==> src/hdl/elevator_seek_order_scheduler_defines.svh <==
// Assertion macros for the elevator seek-order scheduler.
// Included by the top level; no other dependencies.
`ifndef ELEVATOR_SEEK_ORDER_SCHEDULER_DEFINES_SVH
`define ELEVATOR_SEEK_ORDER_SCHEDULER_DEFINES_SVH

// expr must hold at every clock edge out of reset
`define ESOS_ASSERT_ALWAYS(lbl, clk, rst_n, expr) \
    lbl: assert property (@(posedge clk) disable iff (!rst_n) (expr)) \
        else $error("esos: invariant violated");

// cons must hold in the cycle after ante
`define ESOS_ASSERT_NEXT(lbl, clk, rst_n, ante, cons) \
    lbl: assert property (@(posedge clk) disable iff (!rst_n) (ante) |=> (cons)) \
        else $error("esos: sequence violated");

`endif

==> src/hdl/esos_pkg.sv <==
// Shared constants and types of the elevator seek-order scheduler.
// No dependencies.
package esos_pkg;

    localparam int MaxRequests = 32;
    localparam int CylW        = 16;
    localparam int KindW       = 2;
    localparam int TotW        = 18;
    localparam int TimeW       = 26;
    localparam int SeekW       = 8;
    localparam int ModeW       = 2;
    localparam int CfgIdxW     = 3;

    localparam logic [TotW-1:0] TotalSat = '1;

    localparam logic [KindW-1:0] KIND_HEAD = 2'd0;
    localparam logic [KindW-1:0] KIND_REQ  = 2'd1;
    localparam logic [KindW-1:0] KIND_BND  = 2'd2;

    localparam logic [ModeW-1:0] MODE_SCAN  = 2'd0;
    localparam logic [ModeW-1:0] MODE_CSCAN = 2'd1;
    localparam logic [ModeW-1:0] MODE_LOOK  = 2'd2;
    localparam logic [ModeW-1:0] MODE_CLOOK = 2'd3;

    localparam logic [CfgIdxW-1:0] REG_HEAD  = 3'd0;
    localparam logic [CfgIdxW-1:0] REG_LIMIT = 3'd1;
    localparam logic [CfgIdxW-1:0] REG_UP    = 3'd2;
    localparam logic [CfgIdxW-1:0] REG_MODE  = 3'd3;
    localparam logic [CfgIdxW-1:0] REG_SEEK  = 3'd4;

    typedef struct packed {
        logic            ins;
        logic            clr;
        logic [CylW-1:0] x;
    } t_cell_ctl;

endpackage

==> src/hdl/esos_if.sv <==
// Request and stop channel interfaces of the elevator seek-order scheduler.
// Depends on esos_pkg.
interface esos_req_if;
    logic                      valid;
    logic                      ready;
    logic [esos_pkg::CylW-1:0] cylinder;
    logic                      batch_end;
    modport source (output valid, cylinder, batch_end, input ready);
    modport sink   (input valid, cylinder, batch_end, output ready);
endinterface

interface esos_stop_if;
    logic                       valid;
    logic                       ready;
    logic [esos_pkg::CylW-1:0]  stop_position;
    logic [esos_pkg::KindW-1:0] stop_kind;
    logic [esos_pkg::TotW-1:0]  total_cylinders;
    logic [esos_pkg::TimeW-1:0] total_time;
    logic                       overflow_flag;
    logic                       final_stop;
    modport source (output valid, stop_position, stop_kind, total_cylinders, total_time,
                    overflow_flag, final_stop, input ready);
    modport sink   (input valid, stop_position, stop_kind, total_cylinders, total_time,
                    overflow_flag, final_stop, output ready);
endinterface

==> src/hdl/esos_cell.sv <==
// One cell of the insertion-sort chain: holds one cylinder, ascending order.
// Depends on esos_pkg.
module esos_cell (
    input  logic                      i_clk,
    input  logic                      i_rst_n,
    input  esos_pkg::t_cell_ctl       i_ctl,
    input  logic [esos_pkg::CylW-1:0] i_left_val,
    input  logic                      i_left_vld,
    output logic [esos_pkg::CylW-1:0] o_val,
    output logic                      o_vld
);
    logic [esos_pkg::CylW-1:0] r_val, n_val;
    logic                      r_vld, n_vld;

    always_comb begin
        n_val = r_val;
        n_vld = r_vld;
        if (i_ctl.clr) begin
            n_vld = 1'b0;
        end else if (i_ctl.ins && ((r_vld && (i_ctl.x < r_val)) || (!r_vld && i_left_vld))) begin
            n_vld = 1'b1;
            n_val = (i_left_vld && (i_ctl.x < i_left_val)) ? i_left_val : i_ctl.x;
        end
    end

    always_ff @(posedge i_clk) begin
        if (!i_rst_n) begin
            r_vld <= 1'b0;
        end else begin
            r_vld <= n_vld;
        end
    end

    always_ff @(posedge i_clk) begin
        r_val <= n_val;
    end

    assign o_val = r_val;
    assign o_vld = r_vld;
endmodule

==> src/hdl/elevator_seek_order_scheduler.sv <==
// Elevator seek-order scheduler: sorting cell chain plus stop sequencer.
// Depends on esos_pkg, esos_if, esos_cell and the defines header.
// Requests load one per cycle into a chain of MAX_REQUESTS cells that keeps
// them sorted as they arrive. After the request marked batch_end, a scan
// finds the first request above the head. The stops then go out at one per
// cycle while the output accepts them, with an idle step after the first side
// of the order unless the order ends there; the final stop waits for the
// product of total cylinders and seek time before it is offered.
// No request is taken until the last stop is delivered.
`include "elevator_seek_order_scheduler_defines.svh"
module elevator_seek_order_scheduler #(
    parameter int MAX_REQUESTS = esos_pkg::MaxRequests
) (
    input  logic                         i_clk,
    input  logic                         i_rst_n,
    esos_req_if.sink                     i_req,
    esos_stop_if.source                  o_stop,
    input  logic                         i_cfg_we,
    input  logic [esos_pkg::CfgIdxW-1:0] i_cfg_idx,
    input  logic [esos_pkg::CylW-1:0]    i_cfg_data
);
    localparam int CW = $clog2(MAX_REQUESTS + 1);
    localparam int SW = $clog2(MAX_REQUESTS + 4);
    localparam int PW = esos_pkg::CylW;

    typedef enum logic [2:0] {ST_LOAD, ST_FIND, ST_EMIT, ST_MUL, ST_LAST} t_state;
    typedef enum logic [2:0] {PH_HEAD, PH_SEG1, PH_B1, PH_B2, PH_SEG2} t_phase;

    t_state r_state, n_state;
    t_phase r_phase, n_phase;

    logic [PW-1:0]                  r_head, r_limit;
    logic                           r_up;
    logic [esos_pkg::ModeW-1:0]     r_mode;
    logic [esos_pkg::SeekW-1:0]     r_seek;

    logic [CW-1:0] r_count, n_count, r_ptr, n_ptr, r_rem, n_rem, r_nlow, n_nlow;
    logic          r_drop, n_drop;
    logic [SW-1:0] r_left, n_left;
    logic [PW-1:0] r_prev, n_prev;
    logic [esos_pkg::TotW-1:0] r_total, n_total;

    logic                         r_ov, n_ov;
    logic [PW-1:0]                r_opos, n_opos;
    logic [esos_pkg::KindW-1:0]   r_okind, n_okind;
    logic [esos_pkg::TotW-1:0]    r_otot, n_otot;
    logic [esos_pkg::TimeW-1:0]   r_otime, n_otime;
    logic                         r_oovf, n_oovf;
    logic                         r_ofin, n_ofin;

    esos_pkg::t_cell_ctl   w_ctl;
    logic [PW-1:0]         w_v [MAX_REQUESTS];
    logic [MAX_REQUESTS-1:0] w_vld;
    logic [PW-1:0]         w_rd;

    logic          w_take, w_emit, w_circ, w_bnd, w_s2_asc;
    logic [PW-1:0] w_pos, w_outer, w_diff;
    logic [esos_pkg::KindW-1:0] w_kind;
    logic [esos_pkg::TotW:0]    w_sum;
    logic [esos_pkg::TotW-1:0]  w_sat;
    logic [CW-1:0] w_s1_ptr, w_s1_rem, w_s2_ptr, w_s2_rem, w_upper;
    logic [1:0]    w_nb;

    // sorting chain
    for (genvar g = 0; g < MAX_REQUESTS; g++) begin : g_cell
        if (g == 0) begin : g_first
            esos_cell u_cell (
                .i_clk, .i_rst_n, .i_ctl(w_ctl),
                .i_left_val('0), .i_left_vld(1'b1),
                .o_val(w_v[g]), .o_vld(w_vld[g])
            );
        end else begin : g_rest
            esos_cell u_cell (
                .i_clk, .i_rst_n, .i_ctl(w_ctl),
                .i_left_val(w_v[g-1]), .i_left_vld(w_vld[g-1]),
                .o_val(w_v[g]), .o_vld(w_vld[g])
            );
        end
    end

    always_comb begin
        w_rd = '0;
        for (int k = 0; k < MAX_REQUESTS; k++) begin
            if (r_ptr == CW'(k)) w_rd = w_v[k];
        end
    end

    // configuration
    always_ff @(posedge i_clk) begin
        if (!i_rst_n) begin
            r_head  <= '0;
            r_limit <= PW'(200);
            r_up    <= 1'b1;
            r_mode  <= esos_pkg::MODE_SCAN;
            r_seek  <= esos_pkg::SeekW'(1);
        end else if (i_cfg_we) begin
            unique case (i_cfg_idx)
                esos_pkg::REG_HEAD:  r_head  <= i_cfg_data;
                esos_pkg::REG_LIMIT: r_limit <= i_cfg_data;
                esos_pkg::REG_UP:    r_up    <= i_cfg_data[0];
                esos_pkg::REG_MODE:  r_mode  <= i_cfg_data[esos_pkg::ModeW-1:0];
                esos_pkg::REG_SEEK:  r_seek  <= i_cfg_data[esos_pkg::SeekW-1:0];
                default: ;
            endcase
        end
    end

    // order shape
    assign w_circ   = (r_mode == esos_pkg::MODE_CSCAN) || (r_mode == esos_pkg::MODE_CLOOK);
    assign w_bnd    = (r_mode == esos_pkg::MODE_SCAN) || (r_mode == esos_pkg::MODE_CSCAN);
    assign w_nb     = (r_mode == esos_pkg::MODE_SCAN) ? 2'd1 :
                      (r_mode == esos_pkg::MODE_CSCAN) ? 2'd2 : 2'd0;
    assign w_outer  = (r_limit == '0) ? '0 : r_limit - PW'(1);
    assign w_upper  = r_count - r_nlow;
    assign w_s1_ptr = r_up ? r_nlow : r_nlow - CW'(1);
    assign w_s1_rem = r_up ? w_upper : r_nlow;
    assign w_s2_asc = r_up ? w_circ : !w_circ;
    assign w_s2_ptr = r_up ? (w_circ ? '0 : r_nlow - CW'(1))
                           : (w_circ ? r_count - CW'(1) : r_nlow);
    assign w_s2_rem = r_up ? r_nlow : w_upper;

    assign w_diff = (w_pos >= r_prev) ? w_pos - r_prev : r_prev - w_pos;
    assign w_sum  = {1'b0, r_total} + (esos_pkg::TotW+1)'(w_diff);
    assign w_sat  = (w_sum > {1'b0, esos_pkg::TotalSat}) ? esos_pkg::TotalSat
                                                       : w_sum[esos_pkg::TotW-1:0];

    assign w_take = r_ov && o_stop.ready;

    always_comb begin
        n_state = r_state;  n_phase = r_phase;
        n_count = r_count;  n_drop  = r_drop;
        n_ptr   = r_ptr;    n_rem   = r_rem;   n_nlow = r_nlow;
        n_left  = r_left;   n_prev  = r_prev;  n_total = r_total;
        n_ov    = w_take ? 1'b0 : r_ov;
        n_opos  = r_opos;   n_okind = r_okind; n_otot = r_otot;
        n_otime = r_otime;  n_oovf  = r_oovf;  n_ofin = r_ofin;
        w_ctl.ins = 1'b0;
        w_ctl.clr = 1'b0;
        w_ctl.x   = i_req.cylinder;
        w_emit = 1'b0;
        w_pos  = r_head;
        w_kind = esos_pkg::KIND_HEAD;

        unique case (r_state)
            ST_LOAD: begin
                if (i_req.valid) begin
                    if (r_count < CW'(MAX_REQUESTS)) begin
                        w_ctl.ins = 1'b1;
                        n_count   = r_count + CW'(1);
                    end else begin
                        n_drop = 1'b1;
                    end
                    if (i_req.batch_end) begin
                        n_state = ST_FIND;
                        n_ptr   = '0;
                    end
                end
            end
            ST_FIND: begin
                if ((r_ptr < r_count) && (w_rd <= r_head)) begin
                    n_ptr = r_ptr + CW'(1);
                end else begin
                    n_nlow  = r_ptr;
                    n_state = ST_EMIT;
                    n_phase = PH_HEAD;
                    n_left  = SW'(r_count) + SW'(w_nb) + SW'(1);
                    n_prev  = r_head;
                    n_total = '0;
                end
            end
            ST_EMIT: begin
                if (!r_ov || w_take) begin
                    unique case (r_phase)
                        PH_HEAD: begin
                            w_emit  = 1'b1;
                            n_phase = PH_SEG1;
                            n_ptr   = w_s1_ptr;
                            n_rem   = w_s1_rem;
                        end
                        PH_SEG1, PH_SEG2: begin
                            if (r_rem == '0) begin
                                if (r_phase == PH_SEG1 && w_bnd) begin
                                    n_phase = PH_B1;
                                end else begin
                                    n_phase = PH_SEG2;
                                    n_ptr   = w_s2_ptr;
                                    n_rem   = w_s2_rem;
                                end
                            end else begin
                                w_emit = 1'b1;
                                w_pos  = w_rd;
                                w_kind = esos_pkg::KIND_REQ;
                                n_rem  = r_rem - CW'(1);
                                if ((r_phase == PH_SEG1) ? r_up : w_s2_asc)
                                    n_ptr = r_ptr + CW'(1);
                                else
                                    n_ptr = r_ptr - CW'(1);
                            end
                        end
                        PH_B1: begin
                            w_emit = 1'b1;
                            w_pos  = r_up ? w_outer : '0;
                            w_kind = esos_pkg::KIND_BND;
                            if (w_circ) begin
                                n_phase = PH_B2;
                            end else begin
                                n_phase = PH_SEG2;
                                n_ptr   = w_s2_ptr;
                                n_rem   = w_s2_rem;
                            end
                        end
                        PH_B2: begin
                            w_emit  = 1'b1;
                            w_pos   = r_up ? '0 : w_outer;
                            w_kind  = esos_pkg::KIND_BND;
                            n_phase = PH_SEG2;
                            n_ptr   = w_s2_ptr;
                            n_rem   = w_s2_rem;
                        end
                        default: ;
                    endcase
                    if (w_emit) begin
                        n_prev  = w_pos;
                        n_total = w_sat;
                        n_left  = r_left - SW'(1);
                        n_opos  = w_pos;
                        n_okind = w_kind;
                        n_oovf  = r_drop;
                        n_otime = '0;
                        if (r_left == SW'(1)) begin
                            n_ofin  = 1'b1;
                            n_otot  = w_sat;
                            n_state = ST_MUL;
                        end else begin
                            n_ofin = 1'b0;
                            n_otot = '0;
                            n_ov   = 1'b1;
                        end
                    end
                end
            end
            ST_MUL: begin
                n_otime = esos_pkg::TimeW'(r_otot) * esos_pkg::TimeW'(r_seek);
                n_ov    = 1'b1;
                n_state = ST_LAST;
            end
            ST_LAST: begin
                if (w_take) begin
                    w_ctl.clr = 1'b1;
                    n_count   = '0;
                    n_drop    = 1'b0;
                    n_state   = ST_LOAD;
                end
            end
            default: n_state = ST_LOAD;
        endcase
    end

    always_ff @(posedge i_clk) begin
        if (!i_rst_n) begin
            r_state <= ST_LOAD;
            r_phase <= PH_HEAD;
            r_count <= '0;
            r_drop  <= 1'b0;
            r_ov    <= 1'b0;
        end else begin
            r_state <= n_state;
            r_phase <= n_phase;
            r_count <= n_count;
            r_drop  <= n_drop;
            r_ov    <= n_ov;
        end
        r_ptr   <= n_ptr;
        r_rem   <= n_rem;
        r_nlow  <= n_nlow;
        r_left  <= n_left;
        r_prev  <= n_prev;
        r_total <= n_total;
        r_opos  <= n_opos;
        r_okind <= n_okind;
        r_otot  <= n_otot;
        r_otime <= n_otime;
        r_oovf  <= n_oovf;
        r_ofin  <= n_ofin;
    end

    assign i_req.ready            = (r_state == ST_LOAD);
    assign o_stop.valid           = r_ov;
    assign o_stop.stop_position   = r_opos;
    assign o_stop.stop_kind       = r_okind;
    assign o_stop.total_cylinders = r_otot;
    assign o_stop.total_time      = r_otime;
    assign o_stop.overflow_flag   = r_oovf;
    assign o_stop.final_stop      = r_ofin;

    `ESOS_ASSERT_ALWAYS(a_count_bound, i_clk, i_rst_n, r_count <= CW'(MAX_REQUESTS))
    `ESOS_ASSERT_ALWAYS(a_no_load_while_out, i_clk, i_rst_n, !(i_req.ready && r_ov))
    `ESOS_ASSERT_NEXT(a_final_clears, i_clk, i_rst_n, r_ov && r_ofin && o_stop.ready, r_count == '0 && !r_drop)
    `ESOS_ASSERT_NEXT(a_full_drops, i_clk, i_rst_n, i_req.valid && i_req.ready && r_count == CW'(MAX_REQUESTS), r_drop)
endmodule
==> src/flat_wrapper.sv <==
// flat-port wrapper written by rule: the top's interface ports become plain ports
module elevator_seek_order_scheduler_flat 
#(
    parameter int MAX_REQUESTS = esos_pkg::MaxRequests
)
  (i_clk, i_rst_n, i_cfg_we, i_cfg_idx, i_cfg_data, i_req_valid, i_req_cylinder, i_req_batch_end, i_req_ready, o_stop_valid, o_stop_stop_position, o_stop_stop_kind, o_stop_total_cylinders, o_stop_total_time, o_stop_overflow_flag, o_stop_final_stop, o_stop_ready);
  esos_req_if i_req_i ();
  esos_stop_if o_stop_i ();
  input  logic i_clk;
  input  logic i_rst_n;
  input  logic i_cfg_we;
  input  logic [esos_pkg::CfgIdxW-1:0] i_cfg_idx;
  input  logic [esos_pkg::CylW-1:0] i_cfg_data;
  input wire logic [$bits(i_req_i.valid)-1:0] i_req_valid;
  input wire logic [$bits(i_req_i.cylinder)-1:0] i_req_cylinder;
  input wire logic [$bits(i_req_i.batch_end)-1:0] i_req_batch_end;
  output wire logic [$bits(i_req_i.ready)-1:0] i_req_ready;
  output wire logic [$bits(o_stop_i.valid)-1:0] o_stop_valid;
  output wire logic [$bits(o_stop_i.stop_position)-1:0] o_stop_stop_position;
  output wire logic [$bits(o_stop_i.stop_kind)-1:0] o_stop_stop_kind;
  output wire logic [$bits(o_stop_i.total_cylinders)-1:0] o_stop_total_cylinders;
  output wire logic [$bits(o_stop_i.total_time)-1:0] o_stop_total_time;
  output wire logic [$bits(o_stop_i.overflow_flag)-1:0] o_stop_overflow_flag;
  output wire logic [$bits(o_stop_i.final_stop)-1:0] o_stop_final_stop;
  input wire logic [$bits(o_stop_i.ready)-1:0] o_stop_ready;
  assign i_req_i.valid = i_req_valid;
  assign i_req_i.cylinder = i_req_cylinder;
  assign i_req_i.batch_end = i_req_batch_end;
  assign i_req_ready = i_req_i.ready;
  assign o_stop_valid = o_stop_i.valid;
  assign o_stop_stop_position = o_stop_i.stop_position;
  assign o_stop_stop_kind = o_stop_i.stop_kind;
  assign o_stop_total_cylinders = o_stop_i.total_cylinders;
  assign o_stop_total_time = o_stop_i.total_time;
  assign o_stop_overflow_flag = o_stop_i.overflow_flag;
  assign o_stop_final_stop = o_stop_i.final_stop;
  assign o_stop_i.ready = o_stop_ready;
  elevator_seek_order_scheduler #(.MAX_REQUESTS(MAX_REQUESTS)) u_core (.i_clk(i_clk), .i_rst_n(i_rst_n), .i_req(i_req_i), .o_stop(o_stop_i), .i_cfg_we(i_cfg_we), .i_cfg_idx(i_cfg_idx), .i_cfg_data(i_cfg_data));
endmodule
==> config.mk <==
export PLATFORM = sky130hd
export DESIGN_NAME = elevator_seek_order_scheduler_flat
export DESIGN_NICKNAME = d
export VERILOG_FILES = /design/src/hdl/esos_pkg.sv /design/src/hdl/esos_if.sv /design/src/hdl/esos_cell.sv /design/src/hdl/elevator_seek_order_scheduler.sv /design/src/flat_wrapper.sv
export VERILOG_INCLUDE_DIRS = /design/src /design/src/hdl
export SDC_FILE = /design/constraint.sdc
export NUM_CORES = 2
export LEC_CHECK = 0
export ABC_AREA = 1
export BUFFER_PORTS_ARGS = -buffer_cell sky130_fd_sc_hd__buf_2
export CAP_MARGIN = 20
export CORE_MARGIN = 4
export CORE_UTILIZATION = 66
export DETAILED_ROUTE_END_ITERATION = 7
export GPL_ROUTABILITY_DRIVEN = 0
export PLACE_DENSITY = 0.82
export REMOVE_ABC_BUFFERS = 1
export SLEW_MARGIN = 25
export SYNTH_ARGS = -nofsm -noshare
export SYNTH_HDL_FRONTEND = slang
export SYNTH_SLANG_ARGS = --single-unit
==> constraint.sdc <==
create_clock -name i_clk -period 11.29 [get_ports i_clk]
set_input_delay 2.258 -clock i_clk [delete_from_list [all_inputs] [get_ports i_clk]]
set_output_delay 2.258 -clock i_clk [all_outputs]
set_load 0.005 [all_outputs]
==> flow_metrics.env <==
export IMPL_outcome="complete, but fails checks"
export IMPL_violations="DRC"
export IMPL_slew_headroom=0.274
export IMPL_grt_pass1_wl_mm=259
export IMPL_place_hpwl_mm=121
export IMPL_drc=73
export IMPL_syn_inst=6744
export IMPL_syn_area_per_cell_sq_um=8.09
export IMPL_min_period_ps=10490
export IMPL_p_leak_nw=28.2
export IMPL_crit_slowest_cell="edfxtp_1"
export IMPL_tns_ps=0
export IMPL_min_to="u_core.g_cell[14].g_rest.u_cell.o_vld"
export IMPL_regArea_sq_mm=0.0208
export IMPL_drive_gt1_frac=0.0724
export IMPL_critPathLaunchType="register"
export IMPL_ys_ff_latch=723
export IMPL_clk_latency_ps=660
export IMPL_r2r_end="u_core.o_stop.total_cylinders[2]"
export IMPL_port_buffer_count=106
export IMPL_vias=49700
export IMPL_r2r_slack_ps=800
export IMPL_hold_path_class="register to register"
export IMPL_synthArstFlopShare=0
export IMPL_fillCellCount=6190
export IMPL_grt_pass1_vias=48800
export IMPL_cts_clk_slew_worst_paths_ps=60
export IMPL_fp_row_count=105
export IMPL_synth_most_common_cell="nand2_1"
export IMPL_final_cell_area_sq_mm=0.0594
export IMPL_synth_cell_types=63
export IMPL_path_delay_family="simple AND/OR/NAND/NOR gates"
export IMPL_crit_required_ps=11810
export IMPL_fin_crit_sh=0.929
export IMPL_synthFlopType="edfxtp_1"
export IMPL_cp_slowest_stage_delay_ps=510
export IMPL_slew_violations=0
export IMPL_arrival_ps=11000
export IMPL_grt_use_total=0.375
export IMPL_worst_slew_pin_slew_ps=1090
export IMPL_pwr_density_cell_mw_per_mm2=196
export IMPL_utilization=0.725
export IMPL_grt_ovfl_total=0
export IMPL_die_area_sq_mm=0.0874
export IMPL_cts_htree_levels=3
export IMPL_multi_input_area_sq_mm=0.0289
export IMPL_critPathKind="register to register"
export IMPL_dpl_cell_area_sq_mm=0.0565
export IMPL_grt_max_degree=65
export IMPL_ir_drop_v=0.000194
export IMPL_r2r_start="u_core.r_ptr[0]"
export IMPL_yosys_warnings=0
export IMPL_cts_tree="yes"
export IMPL_critical_path_buf_inv_count=9
export IMPL_area_growth_pct=8.91
export IMPL_instances_no_fill=7900
export IMPL_wl_per_cell_microns=21.1
export IMPL_setup_violations=0
export IMPL_cts_buffer_depth=3
export IMPL_rsz0062_at_grt="false"
export IMPL_yosys_top_cells_area="edfxtp_1 35%, ha_1 14%, nand2_1 11%, inv_1 7.4%, o21ai_0 7.0%"
export IMPL_final_nets=7513
export IMPL_cts_sinks=723
export IMPL_worstRegToRegCells=71
export IMPL_end_kind="register"
export IMPL_hp_start="u_core.g_cell[14].g_rest.u_cell.o_vld"
export IMPL_drtAntennaViolNets=0
export IMPL_avgViaCountPerCell=6.29
export IMPL_antenna_found_initial=2
export IMPL_io_pins=107
export IMPL_hold_depth=2
export IMPL_dr_pass1_iters=8
export IMPL_drt_iter0_drc=6430
export IMPL_routed_wl_mm=166
export IMPL_die_w_microns=296
export IMPL_fin_skew_ps=33.2
export IMPL_ys_top_cells_by_count="1552 x nand2_1, 1077 x inv_1, 758 x o21ai_0"
export IMPL_start_util=0.666
export IMPL_cpMostUsedCell="nand2_1"
export IMPL_cp_max_fo=21
export IMPL_die_h_microns=296
export IMPL_yosysTopAreaCell="edfxtp_1"
export IMPL_numCtsBuffers=83
export IMPL_synth_top_area_share=0.349
export IMPL_root_buffer="clkbuf_16"
export IMPL_place_inst=7742
export IMPL_postCtsHoldBufs=0
export IMPL_core_area_sq_mm=0.0820
export IMPL_synth_edf_count=634
export IMPL_hold_viol_final=0
export IMPL_maxCapViolCount=0
export IMPL_ys_seq_area_frac=0.381
export IMPL_fmax_mhz=95.4
export IMPL_syn_area_sq_mm=0.0546
## logic make-up after synthesis
kind of cell / count (synthesis) / synth area share
compound gates: 1632 / 0.169
fa+ha+maj: 715 / 0.178
xor+xnor: 41 / 0.00658
flops: 723 / 0.381
buf+inv: 1395 / 0.0974
simple gates: 2238 / 0.168
## worst min-delay path: stages (launching register included)
cell	delay, ps
dfxtp_1	320
nor2_1	50
nor2_1	70
## placed cells by master, fill, tap and decap left out, drive strengths merged, types with 47 or more instances in the layout
cell	n
nor2	298
a21oi	477
o21ai	791
a21boi	47
buf	217
fa	101
ha	614
clkbuf	105
inv	1101
nand2	1561
o211ai	61
nand3	231
nand4	75
edfxtp	634
dfxtp	89
## sequential cells by signal (all words and copies together) (netlist names), 18 cells and up
register / flops
u_core.g_cell.g_rest.u_cell.o_val: 496
u_core.g_cell.g_rest.u_cell.o_vld: 31
u_core.o_stop.total_cylinders: 18
u_core.o_stop.total_time: 26
u_core.r_total: 18
## through the flow
step / setup WS, ps / power [mW] / hold slack (ps)
6_report: 805 / 11.6 / 473
5_1_grt: 34.1 / 12.3 / 497
4_1_cts: 559 / 11.4 / 476
3_5_place_dp: 696 / 8.55 / 463
3_3_place_gp: 927 / 8.38 / 450
2_1_floorplan: 2740 / 6.89 / 409
## cell type report
cell class,instances,area share
Inverter,1106,0.0700
Antenna cell,4,0.000168
Tap cell,1070,0.0225
Sequential cell,723,0.350
Clock buffer,105,0.0380
Timing Repair Buffer,217,0.0238
Multi-Input combinational cell,4626,0.485
Clock inverter,49,0.00983
## power breakdown
group          internal, mW  switching [mW]
registers              3.25           0.205
clock network          1.68            1.20
logic                  1.74            3.54
## what timing repair did
action,in CTS,in global routing
endpoints found under the setup margin,0,34
resized for setup,0,6
buffers inserted,0,0
## worst max path at each step
stage	start	cells after the start	slack, ps	endpoint
floorplan	u_core.r_ptr[0]	64	2740	u_core.r_total[2]
global placement	u_core.r_ptr[0]	72	930	u_core.o_stop.total_cylinders[2]
detailed placement	u_core.r_ptr[0]	70	700	u_core.o_stop.total_cylinders[2]
CTS	u_core.r_ptr[0]	70	560	u_core.o_stop.total_cylinders[2]
global route	u_core.r_ptr[0]	72	30	u_core.o_stop.total_cylinders[2]
finish	u_core.r_ptr[0]	71	800	u_core.o_stop.total_cylinders[2]
## layer usage
layer	share of wire	routed length, microns	global-route usage
met5	0	0	0
met4	0.067	11200	0.221
met3	0.10	17300	0.0667
met2	0.46	76900	0.618
met1	0.37	60900	0.466
Power figures use the tool's default switching activity.
